**config.mk**
```make
export PLATFORM = sky130hd
export DESIGN_NAME = mmfir_ctrl
export DESIGN_NICKNAME = d
export VERILOG_FILES = /design/src/hdl/mmfir_pkg.sv /design/src/hdl/mmfir_ctrl.sv
export SDC_FILE = /design/constraint.sdc
export NUM_CORES = 1
export LEC_CHECK = 0
export BUFFER_PORTS_ARGS = -buffer_cell sky130_fd_sc_hd__buf_4
export CAP_MARGIN = 40
export CELL_PAD_IN_SITES_DETAIL_PLACEMENT = 0
export CELL_PAD_IN_SITES_GLOBAL_PLACEMENT = 1
export CORE_UTILIZATION = 35
export CTS_CLUSTER_DIAMETER = 50
export DETAILED_ROUTE_END_ITERATION = 6
export GPL_ROUTABILITY_DRIVEN = 0
export PLACE_DENSITY_LB_ADDON = 0.1
export SKIP_LAST_GASP = 1
export SLEW_MARGIN = 10
export SYNTH_ARGS = -nofsm -noshare
export SYNTH_HDL_FRONTEND = slang
export SYNTH_SLANG_ARGS = --single-unit
```
**constraint.sdc**
```tcl
create_clock -name clk -period 2.3 [get_ports clk]
set_input_delay 0.46 -clock clk [delete_from_list [all_inputs] [get_ports clk]]
set_output_delay 0.46 -clock clk [all_outputs]
set_load 0.005 [all_outputs]
```
**src/hdl/mmfir_pkg.sv**
```systemverilog
// types, constants and codes of the multichannel mixing fir
package mmfir_pkg;

	localparam int CHANNELS      = 4;
	localparam int MAX_TAPS      = 64;
	localparam int SAMPLE_FIELDS = 4;

	localparam int CH_W   = (CHANNELS > 1) ? $clog2(CHANNELS) : 1;
	localparam int TAP_W  = (MAX_TAPS > 1) ? $clog2(MAX_TAPS) : 1;
	localparam int NCH_W  = $clog2(CHANNELS + 1);
	localparam int NTAP_W = $clog2(MAX_TAPS + 1);

	localparam int SAMP_W     = 16;
	localparam int PROD_W     = 2 * SAMP_W;
	localparam int ACC_RAW_W  = PROD_W + $clog2(CHANNELS * MAX_TAPS + 1);
	localparam int ACC_W      = (ACC_RAW_W > 40) ? ACC_RAW_W : 40;
	localparam int FRAC_SHIFT = 15;
	localparam int OUT_W      = 24;

	localparam logic [OUT_W-1:0] OUT_MAX = {1'b0, {(OUT_W-1){1'b1}}};
	localparam logic [OUT_W-1:0] OUT_MIN = {1'b1, {(OUT_W-1){1'b0}}};

	// configuration registers
	localparam int ACH_W      = 3;
	localparam int ATAP_W     = 7;
	localparam int CFG_IDX_W  = 1;
	localparam int CFG_DATA_W = 7;
	localparam logic [CFG_IDX_W-1:0] REG_ACTIVE_CHANNELS = 1'd0;
	localparam logic [CFG_IDX_W-1:0] REG_ACTIVE_TAPS     = 1'd1;
	localparam logic [ACH_W-1:0]     ACT_CH_RESET        = 3'd4;
	localparam logic [ATAP_W-1:0]    ACT_TAPS_RESET      = 7'd64;

	// operation codes
	localparam logic [1:0] OP_COEF  = 2'd0;
	localparam logic [1:0] OP_FRAME = 2'd1;
	localparam logic [1:0] OP_CLEAR = 2'd2;

	typedef struct packed {
		logic [1:0]               op;
		logic signed [SAMP_W-1:0] sample_ch0;
		logic signed [SAMP_W-1:0] sample_ch1;
		logic signed [SAMP_W-1:0] sample_ch2;
		logic signed [SAMP_W-1:0] sample_ch3;
		logic [1:0]               coef_channel;
		logic [5:0]               coef_tap;
		logic signed [SAMP_W-1:0] coef_value;
	} in_item_t;

	typedef struct packed {
		logic signed [OUT_W-1:0] out_sample;
		logic                    saturated;
	} out_item_t;

	typedef enum logic [1:0] {
		ST_IDLE,
		ST_MAC,
		ST_DRAIN
	} state_t;

	// controller to datapath
	typedef struct packed {
		logic             frame;
		logic             wr_coef;
		logic             clr_hist;
		logic             issue;
		logic [TAP_W-1:0] tap;
		logic             load_out;
	} ctrl_cmd_t;

	// datapath to controller
	typedef struct packed {
		logic pipe_busy;
		logic out_free;
	} dp_status_t;

endpackage

```
**src/hdl/mmfir_ctrl.sv**
```systemverilog
// controller state machine: accepts items and steps the taps of a frame
module mmfir_ctrl (
	input  logic                          clk,
	input  logic                          arst_n,
	input  logic                          in_valid,
	input  logic [1:0]                    op,
	input  logic [mmfir_pkg::NTAP_W-1:0]  ntap,
	input  mmfir_pkg::dp_status_t         sts,
	output logic                          in_stall,
	output mmfir_pkg::ctrl_cmd_t          cmd
);
	import mmfir_pkg::*;

	state_t           state_q, state_d;
	logic [TAP_W-1:0] tap_q;
	logic             accept;
	logic             last_tap;

	assign accept   = in_valid && !in_stall;
	assign last_tap = (NTAP_W'(tap_q) + NTAP_W'(1)) == ntap;

	// state register and tap counter
	always_ff @(posedge clk or negedge arst_n) begin
		if (!arst_n) begin
			state_q <= ST_IDLE;
			tap_q   <= '0;
		end else begin
			state_q <= state_d;
			if (accept && op == OP_FRAME)
				tap_q <= '0;
			else if (state_q == ST_MAC)
				tap_q <= tap_q + 1'b1;
		end
	end

	// next state
	always_comb begin
		state_d = state_q;
		unique case (state_q)
			ST_IDLE: begin
				if (accept && op == OP_FRAME)
					state_d = (ntap == '0) ? ST_DRAIN : ST_MAC;
			end
			ST_MAC: begin
				if (last_tap)
					state_d = ST_DRAIN;
			end
			ST_DRAIN: begin
				if (!sts.pipe_busy && sts.out_free)
					state_d = ST_IDLE;
			end
			default: state_d = ST_IDLE;
		endcase
	end

	// outputs
	always_comb begin
		in_stall     = (state_q != ST_IDLE);
		cmd.frame    = accept && op == OP_FRAME;
		cmd.wr_coef  = accept && op == OP_COEF;
		cmd.clr_hist = accept && op == OP_CLEAR;
		cmd.issue    = (state_q == ST_MAC);
		cmd.tap      = tap_q;
		cmd.load_out = (state_q == ST_DRAIN) && !sts.pipe_busy && sts.out_free;
	end

endmodule

```
==> results of run 1 <==
==> power by group <==
| group | switching (uW) | internal (uW) | leakage, uW | total, uW |
|---|---|---|---|---|
| sequential | 68.0 | 185 | 0.000104 | 253 |
| combinational | 188 | 202 | 0.000268 | 390 |
| clock | 56.6 | 60.3 | 0.0000138 | 117 |
==> state kept, by name, indices dropped and copies added (netlist names) <==
| register | count |
|---|---|
| tap_q | 6 |
| state_q | 2 |
==> cell usage in the layout, fill, tap and decap left out <==
master	Yosys	final
xnor2_1	6	6
a21oi_1	3	3
nand3_2	1	1
nor2_1	5	5
nor3_1	2	2
a22o_1	1	1
nand2b_1	1	1
and2_1	1	1
o21bai_1	1	1
nor2b_1	1	1
ha_1	1	1
buf_4	0	25
or2_2	1	1
xor2_1	3	3
nor4_1	1	1
and2_2	1	1
clkbuf_4	0	3
o21ai_0	7	7
nor2_4	1	1
a31oi_1	1	1
and3b_1	2	2
inv_1	2	2
nand4_1	2	2
nand3_1	1	1
o31ai_1	2	2
nor3b_2	1	1
dfrtp_1	8	8
xor2_2	1	1
nor3b_1	2	2
a21bo_1	1	1
nand2_1	7	7
mux2i_1	1	1
==> per-stage QoR <==
stage               power, uW  hold slack, ns    util
floorplan               481.7          0.1644       -
global placement        649.6          0.2878  0.5185
detailed placement      648.2          0.2914  0.5185
CTS                     769.7        0.006492  0.5329
global route            825.9         0.01461  0.5329
finish                  760.0        0.005020  0.5329
==> final cells by class <==
cell class              instances  area share
multi-input cells              58      0.4729
repair buffers                 25      0.2259
well taps                      16     0.02410
inverters                       2    0.009036
flip-flops and latches          8      0.2410
clock buffers                   3     0.02711
==> routing by layer <==
metal,track usage,part of all wire,vias to the layer above
met2,0.2667,0.47,19
met1,0.2585,0.46,266
met3,0.02917,0.049,3
li1,-,-,299
met5,0,0,-
met4,0.07500,0.016,0
==> worst paths after layout <==
check | from | to | cells after the start
hold / removal | arst_n | tap_q[1] | 1
min in group clk | tap_q[5] | tap_q[5] | 1
setup / recovery | state_q[0] | cmd[10] | 4
hold reg to reg | tap_q[5] | tap_q[5] | 1
max in group asynchronous | arst_n | tap_q[2] | 1
setup reg to reg | tap_q[0] | state_q[0] | 6
==> cell families after synthesis <==
group | Yosys count | synth area share
adders and majority gates | 1 | 0.02083
AOI/OAI and AO/OA | 16 | 0.1625
and+or+nand+nor | 30 | 0.2959
xor gates and xnor gates | 10 | 0.1583
buffers and inverters | 2 | 0.01250
DFF | 8 | 0.3333
muxes | 1 | 0.01667
==> metrics.txt, run 1 <==
Setup TNS 0 ns; Via density about 5.2; Cells after DPL approximately 110; final count of pins violating max slew 0; #FFs+latches synth 8; CP Data Arrival Time 1.40 ns; die area between 1500 and 2000 um2; CTS max path bufs 2; Max-Cap Viols 0; Max FO, Critical Path 5; most frequent cells after synthesis dfrtp_1, nand2_1, o21ai_0, xnor2_1, nor2_1; share of async-settable or async-resettable flops after synthesis 1.000; number of buffers added on ports 25; CTS Root Cell clkbuf_4; dpl ws 0.7036 ns; register area ~200 um2; Initial Util 0.3852; 1st-iter DRT viols 10; Worst-Skew Late Latency between 0.2 and 0.3 ns; wire length per cell about 13 um; Post-synth EDFFs 0; Antenna Nets Post-Route 0; DRT Wirelength around 1500 um; placed cell area roughly 810 um2; CTS Hold Bufs 0; Unique masters post-synth 30; post-synth top area share 0.3333; Synth area leaders dfrtp_1, xnor2_1, o21ai_0; post-synthesis sequential area ratio 0.3333; most numerous cell in the Yosys netlist dfrtp_1; Synth Instances roughly 70; Top Ports 26; area of the mapped netlist 600.6 um2; setup repair after global routing missed its margin false; Die Span Y around 43 um; first-pass GRT wire length between 2000 and 2500 um; area of the multi-input gates between 300 and 400 um2; Post CTS Setup Buffer Count 0; critical path class flip-flop to output pin; VDD IR max 0.5627 mV; DRT Pass-1 Iters 7; Post-route DRC 2; Worst-path clk slew around 0.060 ns; total number of yosys warnings 0; Synth Area per Inst roughly 8.8 um2; ordered list of cells on the worst path nor2_1 > nand2_1 > nor3b_2 > buf_4; Global Route Usage Sum 0.1794; Critical path buffers and inverters 1; P_leak approximately 0.00039 uW; final hold violation count 0; cts repair resizes 0; worst path required time roughly 1.8 ns; max incr delay on CP approximately 0.4 ns; Top FF cell, synth dfrtp_1; Fin Clk Skew about 0.0012 ns; post-layout instance area between 800 and 900 um2; worst hold path type input port to async pin; Num CTS Buffers 3; status finished, violations left; fin crit share 0.8095; post-route setup slack ~0.44 ns; fin cells 112; Die Wd ~43 um; Overflow after GRT 0; r2r setup slk 0.72 ns; largest net degree at the start of global routing 9; Final Setup Violations 0; hpwl dp between 1000 and 1500 um; vias in the first global route between 500 and 600; Worst Max-Slew Pin Slew just under 0.5 ns; top cell type by total area after synthesis dfrtp_1; DR vias 587; P&R area growth vs syn 38.33%; slowest CP cell dfrtp_1; initial antenna violation count 0; site row count 14; htree depth 1; CP top delay family simple AND/OR/NAND/NOR gates; Nets 113; Crit. End Element output pin; syn nets 83; PD cells just over 900 nW/um2; relative slew slack 0.6691; CP Launch Type flip-flop; Final Critical Period between 1.5 and 2 ns; failing checks DRC; Core Region ~1600 um2; clock tree from TritonCTS built; CTS sink cnt 8; layout cells sized above 1 0.3542; maximum clock frequency 537.1 MHz; # fillers 158; number of antenna repair diodes 0
Power figures use the tool's default switching activity.
==> run 2, diff against run 1 <==
- CORE_UTILIZATION: 35 -> 29
- clock period: 2.3 -> 1.7 ns (I/O delays scaled with it)
==> metrics.txt, run 2 (synthesis gave the netlist of run 1 again) <==
Hold WS 0.4452 ns; DR vias between 500 and 600; wire length per cell 11.93 um; max reg flops 6; initial antenna violation count 0; site row count 16; Final Power approximately 1100 uW; relative slew slack 0.7447; Post-route DRC 0; Worst-path clk slew 0.06 ns; switch share 0.3968; Max-Cap Viols 0; slowest CP cell dfrtp_1; number of antenna repair diodes 0; fin crit share 0.9482; first-pass GRT wire length approximately 2200 um; Final Setup Violations 0; setup repair after global routing missed its margin false; Core Util, Final 0.4573; VDD IR max approximately 0.73 mV; P_leak 0.0004105 uW; register area 200.2 um2; Fin Clk Skew between 0.007 and 0.008 ns; final count of pins violating max slew 0; CTS sink cnt 8; critical path class flip-flop to output pin; largest net degree at the start of global routing 9; CTS Root Cell clkbuf_4; Global Route Usage Sum 0.1500; Core Region between 1500 and 2000 um2; post-layout instance area ~900 um2; ordered list of cells on the worst path nor2_2 > nand2_2 > nor3b_2 > buf_4; # fillers 219; status completed; die area 2257 um2; part of the power in the clock network 0.141; Initial Util 0.3061; P_int 656.0 uW; Antenna Nets Post-Route 0; most common cell after layout, fill and taps aside buf_4; Final Critical Period 1.612 ns; clock tree from TritonCTS built; most frequent cells in the layout buf_4, dfrtp_1, o21ai_0; Die Wd around 48 um; Max FO, Critical Path 5; Via density 4.656; Worst-Skew Late Latency about 0.26 ns; PD cells about 1200 nW/um2; number of buffers added on ports 25; hpwl dp between 1000 and 1500 um; Overflow after GRT 0; DRT Wirelength 1527 um; worst path required time roughly 1.4 ns; Worst Max-Slew Pin Slew 0.3794 ns; r2r setup slk roughly 0.2 ns; Nets between 100 and 150; placed cell area around 850 um2; htree depth 1; NetSw 431.6 uW; vias in the first global route just under 500; Largest Register tap_q; area of the multi-input gates roughly 400 um2; CP Data Arrival Time approximately 1.3 ns; DRT Pass-1 Iters 6; Crit. End Element output pin; Die Span Y between 40 and 50 um; P&R area growth vs syn 49.37%; Top Ports 26; Setup TNS 0 ns; CTS max path bufs 2; CP Launch Type flip-flop; final hold violation count 0; max incr delay on CP around 0.43 ns; worst hold path type input port to async pin; Num CTS Buffers 3; maximum clock frequency between 600 and 700 MHz; layout cells sized above 1 0.4158; Seq pwr share 0.309; combinational fraction of design power 0.550; 1st-iter DRT viols 12; Top Registers tap_q (6), state_q (2)
run 2: path summary, 6_finish.rpt:
| path | cells past startpoint | from | end |
|---|---|---|---|
| setup / recovery | 4 | state_q[0] | cmd[10] |
| hold / removal | 2 | arst_n | state_q[1] |
| setup reg to reg | 6 | tap_q[0] | state_q[0] |
| hold reg to reg | 1 | tap_q[5] | tap_q[5] |
| max in group asynchronous | 2 | arst_n | tap_q[3] |
| min in group clk | 5 | ntap[3] | state_q[0] |
run 2: worst max-delay path: cells and delay by family (launching register included):
family                 cells  cell delay, ns
and+or+nand+nor            3            0.44
buffers and inverters      1            0.14
DFF                        1            0.43
run 2: repair_timing:
item,4_1_cts,5_1_grt
gates resized for setup,0,4
endpoints found under the setup margin,0,3
hold endpoints to repair,8,0
buffers inserted,0,0
hold buffers,1,0
run 2: routing by layer:
metal  part of all wire  track usage
met5                  0            0
met4             0.0098      0.06857
met1               0.51       0.2207
met3              0.057      0.03396
met2               0.43       0.2055
run 2: stage by stage:
stage,setup WS [ns],instances
6_report,0.08802,128
2_1_floorplan,0.2665,68
4_1_cts,0.04546,128
5_1_grt,0.002601,128
3_3_place_gp,0.1911,124
3_5_place_dp,0.1515,124
run 2: power groups by stage:
| stage | Clock, uW | Sequential [uW] | Combinational (uW) |
|---|---|---|---|
| after CTS | 156 | 334 | 594 |
| after global routing | 170 | 349 | 669 |
| after floorplan | 0 | 335 | 317 |
| after global placement | 0 | 337 | 602 |
| after detailed placement | 0 | 337 | 590 |
| final | 154 | 336 | 598 |
run 2: final cells by class:
class / instances / area share
Sequential cell: 8 / 0.2232
Tap cell: 27 / 0.03766
Inverter: 2 / 0.008368
Timing Repair Buffer: 30 / 0.2538
Clock buffer: 3 / 0.02510
Multi-Input combinational cell: 58 / 0.4519
